==> src/hw/rtl/svsd_pkg.sv <==
// Shared types, constants and segment table for the sensor value display driver.
package svsd_pkg;

    localparam int VALUE_W     = 27;              // width of the selected value
    localparam int BCD_DIGITS  = 9;               // decimal digits a 27-bit value can need
    localparam int BCD_W       = 4 * BCD_DIGITS;
    localparam int SEG_W       = 8;
    localparam int OUT_POS     = 8;               // display positions on the output
    localparam int IN_TDATA_W  = 32;
    localparam int OUT_TDATA_W = 96;
    localparam int RECIP_W     = 28;
    localparam int RECIP_SHIFT = 31;
    // ceil(2^31 / 10): exact quotient for every 27-bit dividend
    localparam logic [RECIP_W-1:0] RECIP_DIV10 = 28'd214748365;
    localparam int SHIFT_STEPS = VALUE_W;         // double-dabble shift steps

    // Conversion state carried down the pipeline
    typedef struct packed {
        logic [BCD_W-1:0]   bcd;
        logic [VALUE_W-1:0] bin;
        logic [VALUE_W-1:0] value;
    } svsd_conv_t;

    // Active-high segment pattern of one decimal digit
    function automatic logic [SEG_W-1:0] seg_pattern(input logic [3:0] digit);
        logic [SEG_W-1:0] pat;
        unique case (digit)
            4'd0:    pat = 8'd252;
            4'd1:    pat = 8'd96;
            4'd2:    pat = 8'd218;
            4'd3:    pat = 8'd242;
            4'd4:    pat = 8'd102;
            4'd5:    pat = 8'd182;
            4'd6:    pat = 8'd190;
            4'd7:    pat = 8'd224;
            4'd8:    pat = 8'd254;
            4'd9:    pat = 8'd246;
            default: pat = 8'd0;
        endcase
        return pat;
    endfunction

endpackage

==> src/hw/rtl/svsd_dd_stage.sv <==
// Double-dabble pipeline stage: a fixed number of add-3 and shift steps.
module svsd_dd_stage
#(
    parameter int STEPS = 7
)
(
    input  logic                 clk,
    input  logic                 rst_n,
    input  logic                 in_valid,
    output logic                 in_ready,
    input  svsd_pkg::svsd_conv_t in_data,
    output logic                 out_valid,
    input  logic                 out_ready,
    output svsd_pkg::svsd_conv_t out_data
);
    import svsd_pkg::*;

    localparam int SH_W = BCD_W + VALUE_W;

    logic [SH_W-1:0] sh;
    svsd_conv_t      data_next;
    logic            valid_reg;
    svsd_conv_t      data_reg;

    // Correct each digit above four, then shift in the next binary bit
    always_comb
    begin
        sh = {in_data.bcd, in_data.bin};
        for (int s = 0; s < STEPS; s++)
        begin
            for (int d = 0; d < BCD_DIGITS; d++)
            begin
                if (sh[VALUE_W + 4*d +: 4] >= 4'd5)
                begin
                    sh[VALUE_W + 4*d +: 4] = sh[VALUE_W + 4*d +: 4] + 4'd3;
                end
            end
            sh = {sh[SH_W-2:0], 1'b0};
        end
        data_next.bcd   = sh[SH_W-1:VALUE_W];
        data_next.bin   = sh[VALUE_W-1:0];
        data_next.value = in_data.value;
    end

    assign in_ready = !valid_reg || out_ready;

    // Advance the stage when the next one can take it
    always_ff @(posedge clk or negedge rst_n)
    begin
        if (!rst_n)
        begin
            valid_reg <= 1'b0;
        end
        else if (in_ready)
        begin
            valid_reg <= in_valid;
        end
    end

    // Load the converted payload
    always_ff @(posedge clk)
    begin
        if (in_valid && in_ready)
        begin
            data_reg <= data_next;
        end
    end

    assign out_valid = valid_reg;
    assign out_data  = data_reg;

endmodule

==> config.mk <==
export PLATFORM = sky130hd
export DESIGN_NAME = svsd_dd_stage
export DESIGN_NICKNAME = d
export VERILOG_FILES = /design/src/hw/rtl/svsd_pkg.sv /design/src/hw/rtl/svsd_dd_stage.sv
export SDC_FILE = /design/constraint.sdc
export NUM_CORES = 1
export LEC_CHECK = 0
export ABC_CLOCK_PERIOD_IN_PS = 3600
export BUFFER_PORTS_ARGS = -buffer_cell sky130_fd_sc_hd__buf_2
export CAP_MARGIN = 20
export CORE_UTILIZATION = 40
export DETAILED_ROUTE_END_ITERATION = 6
export SLEW_MARGIN = 20
export SYNTH_ARGS = -nofsm -noshare
export SYNTH_HDL_FRONTEND = slang
export SYNTH_SLANG_ARGS = --single-unit
==> constraint.sdc <==
create_clock -name clk -period 3.6 [get_ports clk]
set_input_delay 0.72 -clock clk [delete_from_list [all_inputs] [get_ports clk]]
set_output_delay 0.72 -clock clk [all_outputs]
set_load 0.01 [all_outputs]
==> results of run 1 <==
==> area by class of cell <==
class / instances / area [um2]
Tap cell: 378 / 473.0
Sequential cell: 84 / 2517
Clock buffer: 9 / 225.2
Timing Repair Buffer: 832 / 6142
Multi-Input combinational cell: 1221 / 10520
Clock inverter: 7 / 93.84
Inverter: 69 / 327.8
Fill cell: 2116 / 7626
Antenna cell: 2 / 5.005
==> report_power, final <==
| group | internal, mW | total (mW) | switching (mW) |
|---|---|---|---|
| combinational | 7.69 | 14.5 | 6.81 |
| sequential | 1.60 | 1.70 | 0.0960 |
| clock | 0.557 | 0.979 | 0.422 |
==> repair_timing <==
item	CTS	global route
resized for setup	245	137
setup buffers	89	41
endpoints found under the setup margin	35	35
pin swaps	108	127
==> Yosys cell counts, drive strengths merged (9+ instances only) <==
master   instances
nand2          157
a21oi          109
o21ai          105
nor2            94
edfxtp          83
inv             68
nand3           58
nor3            52
ha              46
mux2i           36
a31oi           32
buf             32
clkbuf          32
o211ai          31
a211oi          30
nand2b          30
xnor2           27
nor2b           25
o22ai           24
and2            22
mux2            22
a21o            21
or2             21
a211o           15
o31ai           15
a21boi          13
o21a            13
or3             12
and3             9
nor4             9
o211a            9
o2bb2ai          9
==> final timing paths <==
path,slack [ps],startpoint,endpoint,depth (start not counted)
max in group asynchronous,3390,rst_n,out_valid,1
min in group clk,540,in_data[13],out_data[13],1
max,-1870,in_data[82],out_data[87],35
max reg2reg,1950,out_valid,out_data[15],3
min,130,rst_n,out_valid,1
min reg2reg,550,out_valid,out_valid,2
==> cell families (layout without fill, tap and decap cells) <==
kind of cell             after synthesis  in the layout
adder cells (fa/ha/maj)               51             51
buffers and inverters                133            917
AND/OR/NAND/NOR                      525            525
multiplexers                          58             58
other                                  1              9
XOR/XNOR                              34             34
flip-flops                            84             84
AO/OA/AOI/OAI                        546            546
==> placed cells by master, fill, tap and decap left out, types with 20 or more instances in the layout <==
cell type	n
buf_4	604
buf_2	164
nand2_1	137
edfxtp_1	83
nor2_1	75
a21oi_1	59
buf_6	53
nand3_1	52
a21oi_2	42
o21ai_0	41
o21ai_1	37
nor3_1	34
inv_1	33
ha_4	27
o211ai_1	26
a31oi_1	24
mux2i_1	24
inv_2	22
a21o_1	21
o21ai_2	20
==> critical path: cells and delay by family <==
kind | cells | cell delay (ps)
XOR/XNOR | 1 | 160
adder cells (fa/ha/maj) | 7 | 1240
AND/OR/NAND/NOR | 7 | 1060
AO/OA/AOI/OAI | 11 | 1660
multiplexers | 1 | 110
buffers and inverters | 8 | 590
==> routing by layer <==
| layer | share of wire | global-route usage | vias up |
|---|---|---|---|
| met5 | 0.00034 | 0 | - |
| met4 | 0.027 | 0.08385 | 2 |
| met3 | 0.043 | 0.02776 | 76 |
| met2 | 0.51 | 0.4590 | 355 |
| met1 | 0.42 | 0.2840 | 6581 |
| li1 | - | - | 7087 |
==> registers in the layout, summed over array words and instances (netlist names) <==
register / cells
out_data: 83
out_valid: 1
==> flow_summary.yaml, run 1 <==
grt:
  grt_pass1_vias: 13350
  grt_overflow_total: 0
  grt_max_degree: 57
  grt_pass1_wl_um: 59800
  globalRouteTotalUtil: 0.2445
  antenna_found_initial: 3
sta:
  worst_slack_ps: -1869
  post-route-min-period_ps: 5469
  slew_violations: 0
  setup_viol: 35
  rsz0062_at_grt: "yes"
  finalHoldViolations: 0
  whs_ps: 130.2
  finalClockSkew_ps: 8.435
  slew_headroom: 0.5537
  tns_ps: -43090
  worst_slew_pin_slew_ps: 666.6
  min_period_over_period: 1.519
  max_freq_mhz: 182.9
outcome:
  violations: "setup timing"
  status: "complete, but fails checks"
cells_and_area:
  final_util: 0.7270
  layout.nets: 2357
  fin_cells: 2602
  drive_above_1_share: 0.5842
  final_area_um2: 20310
  syn2layout_area_growth_pct: 77.47
synthesis:
  synth_compound_area_frac: 0.3534
  netlist.top_cell.by_area: "edfxtp_1"
  ys_seq_area_frac: 0.2200
  synth_area_um2: 11440
  synth_edf_count: 83
  syn_avg_cell_area_um2: 7.991
  synth_top_family_by_area: "compound AO/OA/AOI/OAI gates"
  synth_area_leaders: "edfxtp_1 (22%), nand2_1 (5.1%), ha_1 (5.0%)"
  synth_xor_area_frac: 0.03193
  yosysUniqueCellTypes: 131
  synth.area.mux_share: 0.05653
  synthAdderAreaFrac: 0.05467
  ys_seq_elements: 84
  synth_simple_gate_area_share: 0.2315
  synth-warning-count: 0
  synth_top_area_frac: 0.2178
  synthFlopType: "edfxtp_1"
  synthArstFlopShare: 0.01190
  netlist_instances: 1432
placed_design:
  dp_cells: 2464
  io_buffer_count: 178
  place_ws_ps: -2351
  post_dp_cell_area_um2: 17450
  gp_congestion: 0.9303
  dpl.hpwl_um: 28070
power_and_ir_drop:
  power_mw: 17.18
  ir_drop_mv: 0.5258
  power_density_nw_per_um2: 845.8
  leakagePower_nw: 8.756
routing:
  avgViaCountPerCell: 5.419
  ant_nets: 0
  route.detailed.drc: 0
  finalWirelength_um: 37910
  num_vias: 14100
  firstDrtPassIters: 5
  wl_per_cell_um: 14.57
  drtIter0Drc: 695
die:
  core_area_um2: 27930
  dieArea_um2: 29290
  boundaryPins: 186
  rows: 61
  die_w_um: 171.1
  start_util: 0.4097
  die_y_um: 171.1
clocking:
  cts_tree: "yes"
  numCtsBuffers: 9
  ctsHoldBuffers: 0
  htree_levels: 3
  insertion_delay_ps: 350
  root_buffer: "clkbuf_16"
  cts_buffer_depth: 2
  clk_pin_slew_ps: 70
  cts_num_sinks: 84
hold_path:
  hold_class: "input port to async pin"
worst_setup_path:
  cp_data_required_time_ps: 3690
  worst_setup_path_start_kind: "input port"
  cpMaxStageDelayCell: "or3_4"
  path_class: "input port to register"
  critPathCaptureType: "register"
  crit_arrival_ps: 5550
  cpPeakStageDelay_ps: 390
  cp_max_fo: 4
job:
  cap_violations: 0
Note: power is estimated with default switching activity, not from simulation.
==> inputs of run 2 (changes only) <==
--- a/config.mk
+++ b/config.mk
@@ -8,8 +8,9 @@
 export ABC_CLOCK_PERIOD_IN_PS = 3600
 export BUFFER_PORTS_ARGS = -buffer_cell sky130_fd_sc_hd__buf_2
 export CAP_MARGIN = 20
-export CORE_UTILIZATION = 40
+export CORE_UTILIZATION = 50
 export DETAILED_ROUTE_END_ITERATION = 6
+export PLACE_DENSITY = 0.72
 export SLEW_MARGIN = 20
 export SYNTH_ARGS = -nofsm -noshare
 export SYNTH_HDL_FRONTEND = slang
==> run 2 against run 1 <==
Sequential share of layout area about the same. First-iteration DRC count rose to 2.8 times the previous value. Non-clock buffer count stayed put. Largest power group unchanged. Wire length increased by 51%. Die area shrank 20%. The flow still finishes with violations (setup timing). Fmax fell by 2.0%. Global-route usage rose by 10 points.
==> flow_summary.yaml, run 2 (synthesis gave the netlist of run 1 again) <==
placed_design:
  dpl.hpwl_um: 28430
  gp_congestion: 0.9180
  place_ws_ps: -2432
  dp_cells: 2354
  io_buffer_count: 178
grt:
  globalRouteTotalUtil: 0.3461
  antenna_found_initial: 0
  grt_pass1_wl_um: 68080
  grt_pass1_vias: 14880
  grt_max_degree: 51
  grt_overflow_total: 0
power_and_ir_drop:
  p_switching_mw: 8.620
  ir_drop_mv: 0.5530
  leakagePower_nw: 8.769
  p_seq_frac: 0.093
  comb_power_share: 0.855
  p_sw_frac: 0.4686
  internal_power_mw: 9.774
  clkPwrFrac: 0.052
  power_density_nw_per_um2: 902.2
worst_setup_path:
  cpPeakStageDelay_ps: 340
  cpLargestDelayFamily: "compound AO/OA/AOI/OAI gates"
  worst_setup_path_start_kind: "input port"
  ff2ff_setup_slack_ps: 1810
  r2r-start: "out_valid"
  cpMaxStageDelayCell: "a211o_1"
  critPathCaptureType: "register"
  rr_endpoint: "out_data[89]"
  cp.buffers_inverters: 6
  cpMostUsedCell: "ha_2"
  cp_data_required_time_ps: 3680
  startpoint: "in_data[82]"
  cp_max_fo: 4
  r2r_cells: 3
  path_class: "input port to register"
  crit_arrival_ps: 5660
routing:
  num_vias: 17110
  drtIter0Drc: 1912
  top_layer: "met4"
  avgViaCountPerCell: 6.837
  route.detailed.drc: 0
  wl_per_cell_um: 22.95
  finalWirelength_um: 57420
  wirelength_met1_um: 18830
  wl_met2_um: 26950
  dr_wl_met3_um: 5732
  firstDrtPassIters: 7
  ant_nets: 0
cells_and_area:
  seq_area_um2: 2517
  antenna_cells: 0
  layout.nets: 2357
  layout_commonest_cell: "buf_4"
  nFillCells: 842
  largest_reg_flops: 83
  fin_cells: 2502
  final_cell_mix: "buf_4 (603), buf_2 (163), nand2_1 (138), edfxtp_1 (83), nor2_1 (74)"
  multi_input_area_um2: 10730
  syn2layout_area_growth_pct: 78.17
  drive_above_1_share: 0.5914
clocking:
  htree_levels: 3
  insertion_delay_ps: 340
  cts_tree: "yes"
  root_buffer: "clkbuf_16"
  numCtsBuffers: 9
  cts_num_sinks: 84
  cts_buffer_depth: 2
  clk_pin_slew_ps: 70
  ctsHoldBuffers: 0
die:
  rows: 54
  die_w_um: 153.3
  boundaryPins: 186
  dieArea_um2: 23500
  start_util: 0.5164
  die_y_um: 153.3
  core_area_um2: 22160
outcome:
  status: "complete, but fails checks"
  violations: "setup timing"
sta:
  rsz0062_at_grt: "yes"
  setup_viol: 35
  post-route-min-period_ps: 5577
  min_period_over_period: 1.549
  slew_headroom: 0.5120
  slew_violations: 0
  finalHoldViolations: 0
  worst_slack_ps: -1977
  worst_slew_pin_slew_ps: 732.0
  max_freq_mhz: 179.3
  finalClockSkew_ps: 9.120
hold_path:
  hold_class: "input port to async pin"
job:
  cap_violations: 0
-- run 2: cell count changes in the layout (fill, tap and decap cells not counted), moves of 4 or more --
| cell | delta |
|---|---|
| ha_4 | +9 |
| ha_2 | -9 |
| nand2_4 | -4 |
| o21ai_0 | -4 |
| inv_2 | +5 |
| inv_1 | -6 |
-- run 2: worst reg2reg max path: cells and delay by family (launching register included) --
| kind | cells | cell delay, ps |
|---|---|---|
| and+or+nand+nor | 2 | 750 |
| DFF | 1 | 380 |
| buffers and inverters | 1 | 340 |
-- run 2: per-stage QoR --
step	instance area (um2)	util	setup TNS, ps	power [mW]	hold WS [ps]
after floorplan	12450	-	-53100	8.968	424.4
after global placement	17250	0.7785	-58990	12.72	495.1
after detailed placement	17250	0.7785	-63440	13.17	497.8
after CTS	19020	0.8583	-42380	15.57	122.7
after global routing	20390	0.9200	-63710	19.24	123.9
final	20390	0.9200	-56960	18.39	132.3
-- run 2: worst max-delay path by stage --
| stage | end | slack, ps | cells past startpoint |
|---|---|---|---|
| after floorplan | out_data[87] | -2070 | 31 |
| after global placement | out_data[87] | -2170 | 32 |
| after detailed placement | out_data[87] | -2430 | 33 |
| after CTS | out_data[87] | -1910 | 32 |
| after global routing | out_data[87] | -2290 | 36 |
| final | out_data[87] | -1980 | 32 |
-- run 2: repair_timing --
action / in CTS / in global routing
pin swaps: 128 / 131
buffers inserted: 78 / 66
resized for setup: 210 / 206
endpoints found under the setup margin: 35 / 35
-- run 2: cell type report --
type / instances / area share
flip-flops and latches: 84 / 0.1235
multi-input cells: 1221 / 0.5261
well taps: 280 / 0.01718
repair buffers: 832 / 0.3026
clock inverters: 7 / 0.003866
inverters: 69 / 0.01571
clock buffers: 9 / 0.01105
-- run 2: routing by layer --
metal,vias to the layer above,global-route usage
met2,1521,0.6708
met1,7881,0.3613
met4,0,0.1861
li1,7103,-
met5,-,0
met3,600,0.03998
-- run 2: power groups by stage --
stage / Sequential (mW) / Clock (mW) / Combinational (mW)
floorplan: 1.80 / 0 / 7.16
global placement: 1.71 / 0 / 11.0
detailed placement: 1.71 / 0 / 11.5
CTS: 1.69 / 0.952 / 12.9
global route: 1.73 / 0.991 / 16.5
finish: 1.71 / 0.951 / 15.7
