===== src/hw/rtl/svsd_pkg.sv =====
// Shared types, constants and segment table for the sensor value display driver.
package svsd_pkg;

    localparam int VALUE_W     = 27;              // width of the selected value
    localparam int BCD_DIGITS  = 9;               // decimal digits a 27-bit value can need
    localparam int BCD_W       = 4 * BCD_DIGITS;
    localparam int SEG_W       = 8;
    localparam int OUT_POS     = 8;               // display positions on the output
    localparam int IN_TDATA_W  = 32;
    localparam int OUT_TDATA_W = 96;
    localparam int RECIP_W     = 28;
    localparam int RECIP_SHIFT = 31;
    // ceil(2^31 / 10): exact quotient for every 27-bit dividend
    localparam logic [RECIP_W-1:0] RECIP_DIV10 = 28'd214748365;
    localparam int SHIFT_STEPS = VALUE_W;         // double-dabble shift steps

    // Conversion state carried down the pipeline
    typedef struct packed {
        logic [BCD_W-1:0]   bcd;
        logic [VALUE_W-1:0] bin;
        logic [VALUE_W-1:0] value;
    } svsd_conv_t;

    // Active-high segment pattern of one decimal digit
    function automatic logic [SEG_W-1:0] seg_pattern(input logic [3:0] digit);
        logic [SEG_W-1:0] pat;
        unique case (digit)
            4'd0:    pat = 8'd252;
            4'd1:    pat = 8'd96;
            4'd2:    pat = 8'd218;
            4'd3:    pat = 8'd242;
            4'd4:    pat = 8'd102;
            4'd5:    pat = 8'd182;
            4'd6:    pat = 8'd190;
            4'd7:    pat = 8'd224;
            4'd8:    pat = 8'd254;
            4'd9:    pat = 8'd246;
            default: pat = 8'd0;
        endcase
        return pat;
    endfunction

endpackage


===== src/hw/rtl/svsd_seg_encode.sv =====
// Last stage: leading-zero blanking and segment encoding into the output register.
module svsd_seg_encode
#(
    parameter int NUM_DIGITS = 8
)
(
    input  logic                                clk,
    input  logic                                rst_n,
    input  logic                                in_valid,
    output logic                                in_ready,
    input  svsd_pkg::svsd_conv_t                in_data,
    output logic                                out_valid,
    input  logic                                out_ready,
    output logic [svsd_pkg::OUT_TDATA_W-1:0]    out_tdata
);
    import svsd_pkg::*;

    localparam int PAD_W = OUT_TDATA_W - OUT_POS*SEG_W - VALUE_W;

    logic [BCD_DIGITS-1:0]       nonzero;
    logic [BCD_DIGITS-1:0]       upper_nz;
    logic [OUT_POS*SEG_W-1:0]    seg_next;
    logic                        valid_reg;
    logic [OUT_POS*SEG_W-1:0]    seg_reg;
    logic [VALUE_W-1:0]          shown_reg;

    // Show a position when it is within the digit count and either it is position zero or the value reaches it
    always_comb
    begin
        for (int d = 0; d < BCD_DIGITS; d++)
        begin
            nonzero[d] = |in_data.bcd[4*d +: 4];
        end
        upper_nz[BCD_DIGITS-1] = nonzero[BCD_DIGITS-1];
        for (int d = BCD_DIGITS-2; d >= 0; d--)
        begin
            upper_nz[d] = nonzero[d] | upper_nz[d+1];
        end
        for (int k = 0; k < OUT_POS; k++)
        begin
            if ((k == 0 || upper_nz[k]) && k < NUM_DIGITS)
            begin
                seg_next[SEG_W*k +: SEG_W] = seg_pattern(in_data.bcd[4*k +: 4]);
            end
            else
            begin
                seg_next[SEG_W*k +: SEG_W] = '0;
            end
        end
    end

    assign in_ready = !valid_reg || out_ready;

    // Hold the result until the sink takes it
    always_ff @(posedge clk or negedge rst_n)
    begin
        if (!rst_n)
        begin
            valid_reg <= 1'b0;
        end
        else if (in_ready)
        begin
            valid_reg <= in_valid;
        end
    end

    // Load the output payload
    always_ff @(posedge clk)
    begin
        if (in_valid && in_ready)
        begin
            seg_reg   <= seg_next;
            shown_reg <= in_data.value;
        end
    end

    assign out_valid = valid_reg;
    assign out_tdata = {{PAD_W{1'b0}}, shown_reg, seg_reg};

    logic unused_bin;
    assign unused_bin = ^in_data.bin;

endmodule


===== config.mk =====
export PLATFORM = sky130hd
export DESIGN_NAME = svsd_seg_encode
export DESIGN_NICKNAME = d
export VERILOG_FILES = /design/src/hw/rtl/svsd_pkg.sv /design/src/hw/rtl/svsd_seg_encode.sv
export SDC_FILE = /design/constraint.sdc
export NUM_CORES = 1
export LEC_CHECK = 0
export BUFFER_PORTS_ARGS = -buffer_cell sky130_fd_sc_hd__buf_2
export CORE_MARGIN = 5
export CORE_UTILIZATION = 30
export CTS_CLUSTER_SIZE = 25
export DETAILED_ROUTE_END_ITERATION = 12
export GPL_TIMING_DRIVEN = 1
export PLACE_DENSITY_LB_ADDON = 0.1
export SYNTH_ARGS = -nofsm -noshare
export SYNTH_HDL_FRONTEND = slang
export SYNTH_SLANG_ARGS = --single-unit

===== constraint.sdc =====
create_clock -name clk -period 3.7 [get_ports clk]
set_input_delay 0.185 -clock clk [delete_from_list [all_inputs] [get_ports clk]]
set_output_delay 0.185 -clock clk [all_outputs]
set_load 0.03 [all_outputs]

==> flow_summary.json, run 1 <==
{
  "status": "complete, no violations",
  "ys_seq_elements": 84,
  "cts.repair.resized": 0,
  "netlist_area_um2": 4476,
  "finalCritPeriodShare_pct": 57.90,
  "min_period_ns": 2.142,
  "synth_edf_count": 83,
  "cp_data_required_time_ns": 3.78,
  "cts_tree": "yes",
  "cp-end-kind": "register",
  "reg2reg_from": "out_valid",
  "fin_worst_skew_ns": 0.005747,
  "fmax_mhz": 466.8,
  "die_x_um": 132.1,
  "numCtsBuffers": 9,
  "synth_seq_area_share_pct": 56.25,
  "htree_levels": 3,
  "r2r_end": "seg_reg[10]",
  "cts-root-buf": "clkbuf_16",
  "r2r_cells": 2,
  "pre_cts_ws_ns": 1.181,
  "worst_path_largest_cell_delay_ns": 0.55,
  "netlist_instances": 396,
  "postRouteAntennaNets": 0,
  "place_congestion": 0.8426,
  "arrival_ns": 2.22,
  "syn_area_per_cell_um2": 11.30,
  "reg2reg_setup_slack_ns": 1.90,
  "die_y_um": 132.1,
  "ys.flop_type": "edfxtp_1",
  "drv_slew": 0,
  "critical-path-top-delay-family": "simple AND/OR/NAND/NOR gates",
  "netlist-cell-type-count": 42,
  "drv_cap": 0,
  "antennaDiodeCount": 0,
  "finalNetCount": 688,
  "grt_pass1_wl_mm": 16.57,
  "clock_sink_count": 84,
  "fillerInstances": 1413,
  "path_clk_slew_ns": 0.06,
  "grt_util_all_layers_pct": 11.71,
  "rsz0062_at_grt": "false",
  "coreArea_um2": 14590,
  "io_pins": 192,
  "cp.buffers_inverters": 2,
  "setup_viol": 0,
  "timing.final.ws_setup_ns": 1.558,
  "dieArea_um2": 17460,
  "finalWirelength_mm": 10.21,
  "startpoint_type": "input port",
  "setup_tns_ns": 0,
  "syn2layout_area_growth_pct": 27.84,
  "crit_slowest_cell": "nor4_2",
  "vdd_drop_max_uv": 211.4,
  "drtIter0Drc": 151,
  "largest_reg_flops": 56,
  "cp_max_fo": 7,
  "rows": 44,
  "vias": 3371,
  "critPathCapture": "seg_reg[31]",
  "grt_antenna_before_repair": 1,
  "criticalPathCategory": "in -> reg",
  "path_cells": "buf_2 -> inv_1 -> ha_1 -> or4b_1 -> nor4_2 -> and2_1 -> o31ai_1",
  "tightest_slew_ns": 1.100,
  "viasPerCell": 4.555,
  "remaining_drc_errors": 0,
  "synth_warnings": 0,
  "final_layout_size_suffix_gt1_share_pct": 33.09,
  "slew_headroom_pct": 26.68,
  "multi_input_area_um2": 1724,
  "cellPowerDensity_nw_per_um2": 443.7,
  "grt_max_degree": 84,
  "drt_first_pass_iters": 5,
  "crit_cells": 7,
  "start_util_pct": 30.68,
  "clk_latency_ns": 0.34,
  "regArea_um2": 2517,
  "final_core_util_pct": 39.22,
  "crit_start": "in_data[83]",
  "async_flop_share_pct": 1.190,
  "gr-total-overflow": 0,
  "clockBufferDepth": 2,
  "post_drt_wl_per_cell_um": 13.79,
  "finalHoldViolations": 0,
  "io_buffer_count": 151,
  "hp-class": "in -> reg",
  "dp_hpwl_mm": 7.783,
  "postCtsSetupBuffers": 0,
  "p_leak_nw": 2.560,
  "grt_pass1_vias": 3327
}
cells in the mapped netlist (4+ instances only):
library cell | instances | area share [%]
a21oi_1 | 32 | 3.6
o21ai_0 | 14 | 1.6
nand2_1 | 8 | 0.67
or2_2 | 8 | 1.1
nor2_1 | 63 | 5.3
xor2_1 | 4 | 0.78
or3_1 | 4 | 0.56
inv_1 | 39 | 3.3
edfxtp_1 | 83 | 56
clkbuf_1 | 6 | 0.50
nor3_1 | 6 | 0.67
nand2b_1 | 17 | 2.4
o31ai_1 | 6 | 1.0
a31oi_1 | 15 | 2.1
o22ai_1 | 4 | 0.56
ha_1 | 43 | 12
buf_4 | 13 | 2.2
power by group:
part,switching [mW],total [mW],internal (mW)
registers,0.0137,1.14,1.13
logic,0.301,0.429,0.129
clock network,0.358,0.968,0.610
cell families after synthesis:
logic type	share of synthesized area, %
mux	0.2516
xor+xnor	0.9784
compound gates	10.43
buf+inv	6.430
fa+ha+maj	12.02
simple gates	13.56
other cells	0.08379
flops	56.25
how the worst min path moves through the flow:
| stage | from | endpoint | slack [ns] | cells after the start |
|---|---|---|---|---|
| 3_5_place_dp | rst_n | out_valid | -0.04 | 1 |
| 3_3_place_gp | rst_n | out_valid | -0.04 | 1 |
| 2_1_floorplan | rst_n | out_valid | -0.11 | 0 |
| 4_1_cts | in_data[23] | shown_reg[23] | 0.002 | 1 |
| 6_report | in_data[10] | shown_reg[10] | 0.02 | 1 |
| 5_1_grt | in_data[22] | shown_reg[22] | 0.003 | 1 |
placed cells by master, fill, tap and decap left out, types with 2 or more instances in the layout:
cell type	Yosys	layout
nor4_2	1	2
a31o_2	2	2
nor3_1	6	6
dlygate4sd3_1	0	2
a22oi_1	2	2
nand2b_1	17	17
inv_1	39	39
a21oi_1	32	32
or3_1	4	4
clkbuf_1	6	2
o21a_1	2	2
o22ai_1	4	4
or2_2	8	8
xor2_1	4	4
nand2_1	8	8
a31oi_1	15	15
o31ai_1	6	6
conb_1	1	13
bufinv_16	0	2
nand3_1	2	2
ha_1	43	43
clkbuf_16	0	9
edfxtp_1	83	83
buf_2	2	151
nor2_1	63	63
o21ai_0	14	14
final cells by class:
type	instances	area share, %
inverters	39	2.558
clock buffers	12	4.308
well taps	184	4.024
clock inverters	4	1.290
multi-input cells	263	30.13
repair buffers	154	13.69
flip-flops and latches	84	44.00
timing repair:
action	4_1_cts	5_1_grt
endpoints found under the hold margin	1	1
hold buffers	1	1
endpoints found under the setup margin	0	0
routing by layer:
| metal | vias to the layer above | track usage [%] | part of all wire, % |
|---|---|---|---|
| li1 | 1671 | - | - |
| met2 | 143 | 18.30 | 44 |
| met4 | 2 | 3.543 | 1.3 |
| met1 | 1541 | 15.05 | 46 |
| met5 | - | 0 | 0.13 |
| met3 | 14 | 4.542 | 8.9 |
metrics by stage:
stage,cell area (um^2),total power [mW],hold slack [ns],std cells
2_1_floorplan,4521,1.461,-0.1106,408
6_report,5722,2.539,0.02141,740
3_5_place_dp,5381,1.593,-0.03831,722
3_3_place_gp,5381,1.590,-0.04098,722
4_1_cts,5712,2.580,0.002365,739
5_1_grt,5722,2.667,0.002610,740
Note: power is estimated with default switching activity, not from simulation.
==> run 2: changes to the inputs <==
==> constraint.sdc (replaced) <==
create_clock -name clk -period 2.2 [get_ports clk]
set_input_delay 0.11 -clock clk [delete_from_list [all_inputs] [get_ports clk]]
set_output_delay 0.11 -clock clk [all_outputs]
set_load 0.03 [all_outputs]
==> flow_summary.json, run 2 (synthesis results as in run 1) <==
{
  "grt_max_degree": 26,
  "viasPerCell": 4.389,
  "drv_slew": 0,
  "cts_tree": "yes",
  "fin_area_um2": 6202,
  "pre_cts_ws_ns": -0.0003535,
  "crit_slowest_cell": "or4_4",
  "grt_util_all_layers_pct": 12.45,
  "tightest_slew_ns": 0.5013,
  "cp_data_required_time_ns": 2.28,
  "slew_headroom_pct": 66.32,
  "clock_sink_count": 84,
  "final_layout_size_suffix_gt1_share_pct": 34.38,
  "numCtsBuffers": 9,
  "cellPowerDensity_nw_per_um2": 696.8,
  "fin_worst_skew_ns": 0.005846,
  "finalNetCount": 740,
  "timing.final.ws_setup_ns": 0.3762,
  "drt_first_pass_iters": 4,
  "arrival_ns": 1.90,
  "antennaDiodeCount": 0,
  "cts.repair.resized": 0,
  "placedInstanceArea_um2": 5594,
  "cts-root-buf": "clkbuf_16",
  "hp-class": "in -> async",
  "io_buffer_count": 151,
  "clk_latency_ns": 0.33,
  "grt_pass1_wl_mm": 17.74,
  "setup_viol": 0,
  "finalWirelength_mm": 10.74,
  "finalCritPeriodShare_pct": 82.90,
  "coreArea_um2": 14590,
  "postRouteAntennaNets": 0,
  "htree_levels": 3,
  "die_x_um": 132.1,
  "post_drt_wl_per_cell_um": 13.57,
  "place_congestion": 0.8089,
  "vdd_drop_max_uv": 367.2,
  "rows": 44,
  "critical-path-top-delay-family": "simple AND/OR/NAND/NOR gates",
  "cp.buffers_inverters": 3,
  "startpoint_type": "input port",
  "rsz0062_at_grt": "false",
  "p_leak_nw": 2.801,
  "remaining_drc_errors": 0,
  "drtIter0Drc": 148,
  "path_cells": "buf_2 -> inv_1 -> ha_1 -> or3b_4 -> or4_4 -> nor3_4 -> buf_4 -> o31ai_1",
  "clockBufferDepth": 2,
  "status": "complete, no violations",
  "grt_pass1_vias": 3487,
  "io_pins": 192,
  "fin_cells": 792,
  "largest_reg_flops": 56,
  "worst_path_largest_cell_delay_ns": 0.58,
  "vias": 3476,
  "min_period_ns": 1.824,
  "cp_max_fo": 8,
  "path_clk_slew_ns": 0.06,
  "drv_cap": 0,
  "dieArea_um2": 17460,
  "criticalPathCategory": "in -> reg",
  "die_y_um": 132.1,
  "grt_antenna_before_repair": 1,
  "layout_commonest_cell": "buf_2",
  "syn2layout_area_growth_pct": 38.58,
  "dp_hpwl_mm": 8.318,
  "fillerInstances": 1390,
  "finalHoldViolations": 0,
  "cp-end-kind": "register",
  "fmax_mhz": 548.3,
  "start_util_pct": 30.68,
  "place_inst": 747,
  "gr-total-overflow": 0,
  "final_cell_mix": "buf_2, edfxtp_1, nor2_1"
}
[run 2: cell count changes in the layout (fill, tap and decap cells not counted)]
cell / delta
buf_4: +23
clkinv_4: +1
buf_12: +2
clkinv_2: -1
dlygate4sd3_1: +27
clkinv_1: +1
clkinvlp_4: +1
clkbuf_8: -1
clkbuf_1: -1
[run 2: final cells by class]
cell class	instances	area [um^2]	area share (%)
Sequential cell	84	2517	40.59
Clock inverter	6	88.84	1.432
Multi-Input combinational cell	263	1724	27.80
Inverter	39	146.4	2.360
Clock buffer	10	229.0	3.692
Timing Repair Buffer	206	1266	20.42
Tap cell	184	230.2	3.712
[run 2: where the power goes]
part	switching, mW	internal [mW]
logic	0.516	0.275
clock network	0.619	0.995
registers	0.0238	1.89
total	1.16	3.16
[run 2: worst register-to-register path, cell delays in order, from the launching register on]
cell and delay [ns]:
dfrtp_1 0.40, nand2b_1 0.12, and2_4 0.28, buf_4 0.34
[run 2: per-layer routing]
metal | part of all wire, % | global-route usage, %
met5 | 0.17 | 0
met2 | 44 | 19.43
met1 | 46 | 15.62
met4 | 2.3 | 5.771
met3 | 7.8 | 4.122
[run 2: path summary, 6_finish.rpt]
path | startpoint | end | slack, ns | cells past startpoint
worst max-delay path | in_data[78] | seg_reg[10] | 0.38 | 8
worst min-delay path | rst_n | out_valid | 0.08 | 2
worst max register to register | out_valid | shown_reg[1] | 0.73 | 3
worst min register to register | out_valid | out_valid | 0.58 | 2
max in group asynchronous | rst_n | out_valid | 2.03 | 2
min in group clk | out_ready | out_valid | 0.09 | 3
[run 2: timing repair]
item | CTS | global route
hold buffers | 29 | 0
buffers inserted | 0 | 0
hold endpoints to repair | 29 | 0
setup endpoints to repair | 0 | 0
[run 2: per-stage QoR]
| stage | utilization, % | power (mW) | hold WS (ns) | TNS (ns) |
|---|---|---|---|---|
| 2_1_floorplan | - | 2.453 | -0.1856 | 0 |
| 5_1_grt | 42.51 | 4.549 | 0.08534 | 0 |
| 4_1_cts | 42.51 | 4.410 | 0.06235 | 0 |
| 3_3_place_gp | 38.34 | 2.707 | -0.1079 | -0.03535 |
| 3_5_place_dp | 38.34 | 2.710 | -0.1068 | -0.0003535 |
| 6_report | 42.51 | 4.322 | 0.08212 | 0 |
==> run 3: changes to the inputs <==
==> constraint.sdc (replaced) <==
create_clock -name clk -period 1.8 [get_ports clk]
set_input_delay 0.09 -clock clk [delete_from_list [all_inputs] [get_ports clk]]
set_output_delay 0.09 -clock clk [all_outputs]
set_load 0.03 [all_outputs]
==> flow_summary.json, run 3 (synthesis results as in run 1) <==
{
  "status": "complete, no violations",
  "dieArea_um2": 17460,
  "tightest_slew_ns": 0.5036,
  "htree_levels": 3,
  "layout_commonest_cell": "buf_2",
  "cp_data_required_time_ns": 1.87,
  "min_period_ns": 1.708,
  "grt_pass1_vias": 3656,
  "final_cell_mix": "buf_2, edfxtp_1, nor2_1",
  "hp-class": "in -> reg",
  "clockBufferDepth": 2,
  "finalHoldViolations": 0,
  "finalNetCount": 765,
  "remaining_drc_errors": 0,
  "largest_reg_flops": 56,
  "grt_pass1_wl_mm": 18.26,
  "path_cells": "buf_2 -> inv_12 -> ha_4 -> or3b_4 -> or4_4 -> nor3_4 -> buf_4 -> a31oi_1",
  "die_y_um": 132.1,
  "drtIter0Drc": 116,
  "finalCritPeriodShare_pct": 94.90,
  "slew_headroom_pct": 66.17,
  "path_clk_slew_ns": 0.06,
  "antennaDiodeCount": 0,
  "gr-total-overflow": 0,
  "worst_path_largest_cell_delay_ns": 0.56,
  "postCtsSetupBuffers": 0,
  "cellPowerDensity_nw_per_um2": 822.6,
  "placedInstanceArea_um2": 5852,
  "cp.buffers_inverters": 3,
  "cp_max_fo": 3,
  "drv_slew": 0,
  "arrival_ns": 1.78,
  "viasPerCell": 4.383,
  "io_buffer_count": 151,
  "setup_viol": 0,
  "clk_latency_ns": 0.33,
  "fin_area_um2": 6456,
  "pre_cts_ws_ns": -0.2703,
  "vdd_drop_max_uv": 415.3,
  "startpoint_type": "input port",
  "cts_tree": "yes",
  "post_drt_wl_per_cell_um": 13.57,
  "clock_sink_count": 84,
  "criticalPathCategory": "in -> reg",
  "timing.final.ws_setup_ns": 0.09189,
  "critical-path-top-delay-family": "simple AND/OR/NAND/NOR gates",
  "coreArea_um2": 14590,
  "cts-root-buf": "clkbuf_16",
  "rows": 44,
  "p_leak_nw": 2.925,
  "io_pins": 192,
  "start_util_pct": 30.68,
  "numCtsBuffers": 9,
  "dp_hpwl_mm": 8.684,
  "syn2layout_area_growth_pct": 44.25,
  "fin_worst_skew_ns": 0.006388,
  "reg2reg_setup_slack_ns": 0.49,
  "crit_slowest_cell": "or4_4",
  "grt_max_degree": 32,
  "grt_antenna_before_repair": 2,
  "drt_first_pass_iters": 4,
  "drv_cap": 0,
  "fmax_mhz": 585.4,
  "cp-end-kind": "register",
  "grt_util_all_layers_pct": 12.79,
  "die_x_um": 132.1,
  "final_layout_size_suffix_gt1_share_pct": 38.55,
  "place_congestion": 0.8403,
  "rsz0062_at_grt": "false",
  "finalWirelength_mm": 11.08,
  "postRouteAntennaNets": 0,
  "vias": 3581
}
==> run 3: cell types whose count changed in the layout (fill, tap and decap cells not counted), sizes merged <==
cell      previous run  this run
buf                177       202
clkbuf              10        11
clkinvlp             1         0
==> run 3: power by group <==
part / internal, mW / total, mW / switching [mW]
sequential: 2.31 / 2.34 / 0.0298
combinational: 0.372 / 1.03 / 0.654
clock: 1.21 / 1.94 / 0.732
total: 3.90 / 5.31 / 1.42
==> run 3: area by class of cell <==
cell class                      count  area (um^2)
Timing Repair Buffer              231         1454
Clock buffer                       11        232.7
Multi-Input combinational cell    263         1769
Fill cell                        1409         8133
Sequential cell                    84         2517
Clock inverter                      5        76.32
Tap cell                          184        230.2
Inverter                           39        176.4
==> run 3: worst paths after layout <==
path,from,cells past startpoint,endpoint
worst max-delay path,in_data[75],8,seg_reg[11]
min in group asynchronous,rst_n,2,out_valid
worst max register to register,out_valid,3,seg_reg[62]
max in group asynchronous,rst_n,2,out_valid
worst min-delay path,out_ready,3,out_valid
worst min register to register,out_valid,2,out_valid
==> run 3: worst register-to-register path, delay by kind of cell, from the launching register on <==
kind	cells	cell delay [ns]
buffers and inverters	1	0.27
flip-flops	1	0.41
AND/OR/NAND/NOR	2	0.33
==> run 3: repair_timing <==
item                                   in CTS  in global routing
gates resized for setup                     0                  1
hold buffers                               29                  0
setup endpoints to repair                   0                  1
endpoints found under the hold margin      29                  0
==> run 3: through the flow <==
step	TNS [ns]	util (%)	total power, mW	hold slack (ns)	cells
2_1_floorplan	-0.2770	-	3.010	-0.2056	408
3_3_place_gp	-5.921	40.11	3.365	-0.1351	772
3_5_place_dp	-6.647	40.11	3.371	-0.1342	772
4_1_cts	0	44.22	5.405	0.02175	817
5_1_grt	0	44.25	5.589	0.04200	817
6_report	0	44.25	5.311	0.04082	817
==> run 3: routing by layer <==
layer,GRT usage (%),share of wire (%),vias to the layer above
li1,-,-,1825
met1,16.67,46,1603
met2,19.82,44,139
met3,4.046,8.3,10
met4,5.029,1.1,4
met5,0,0.17,-
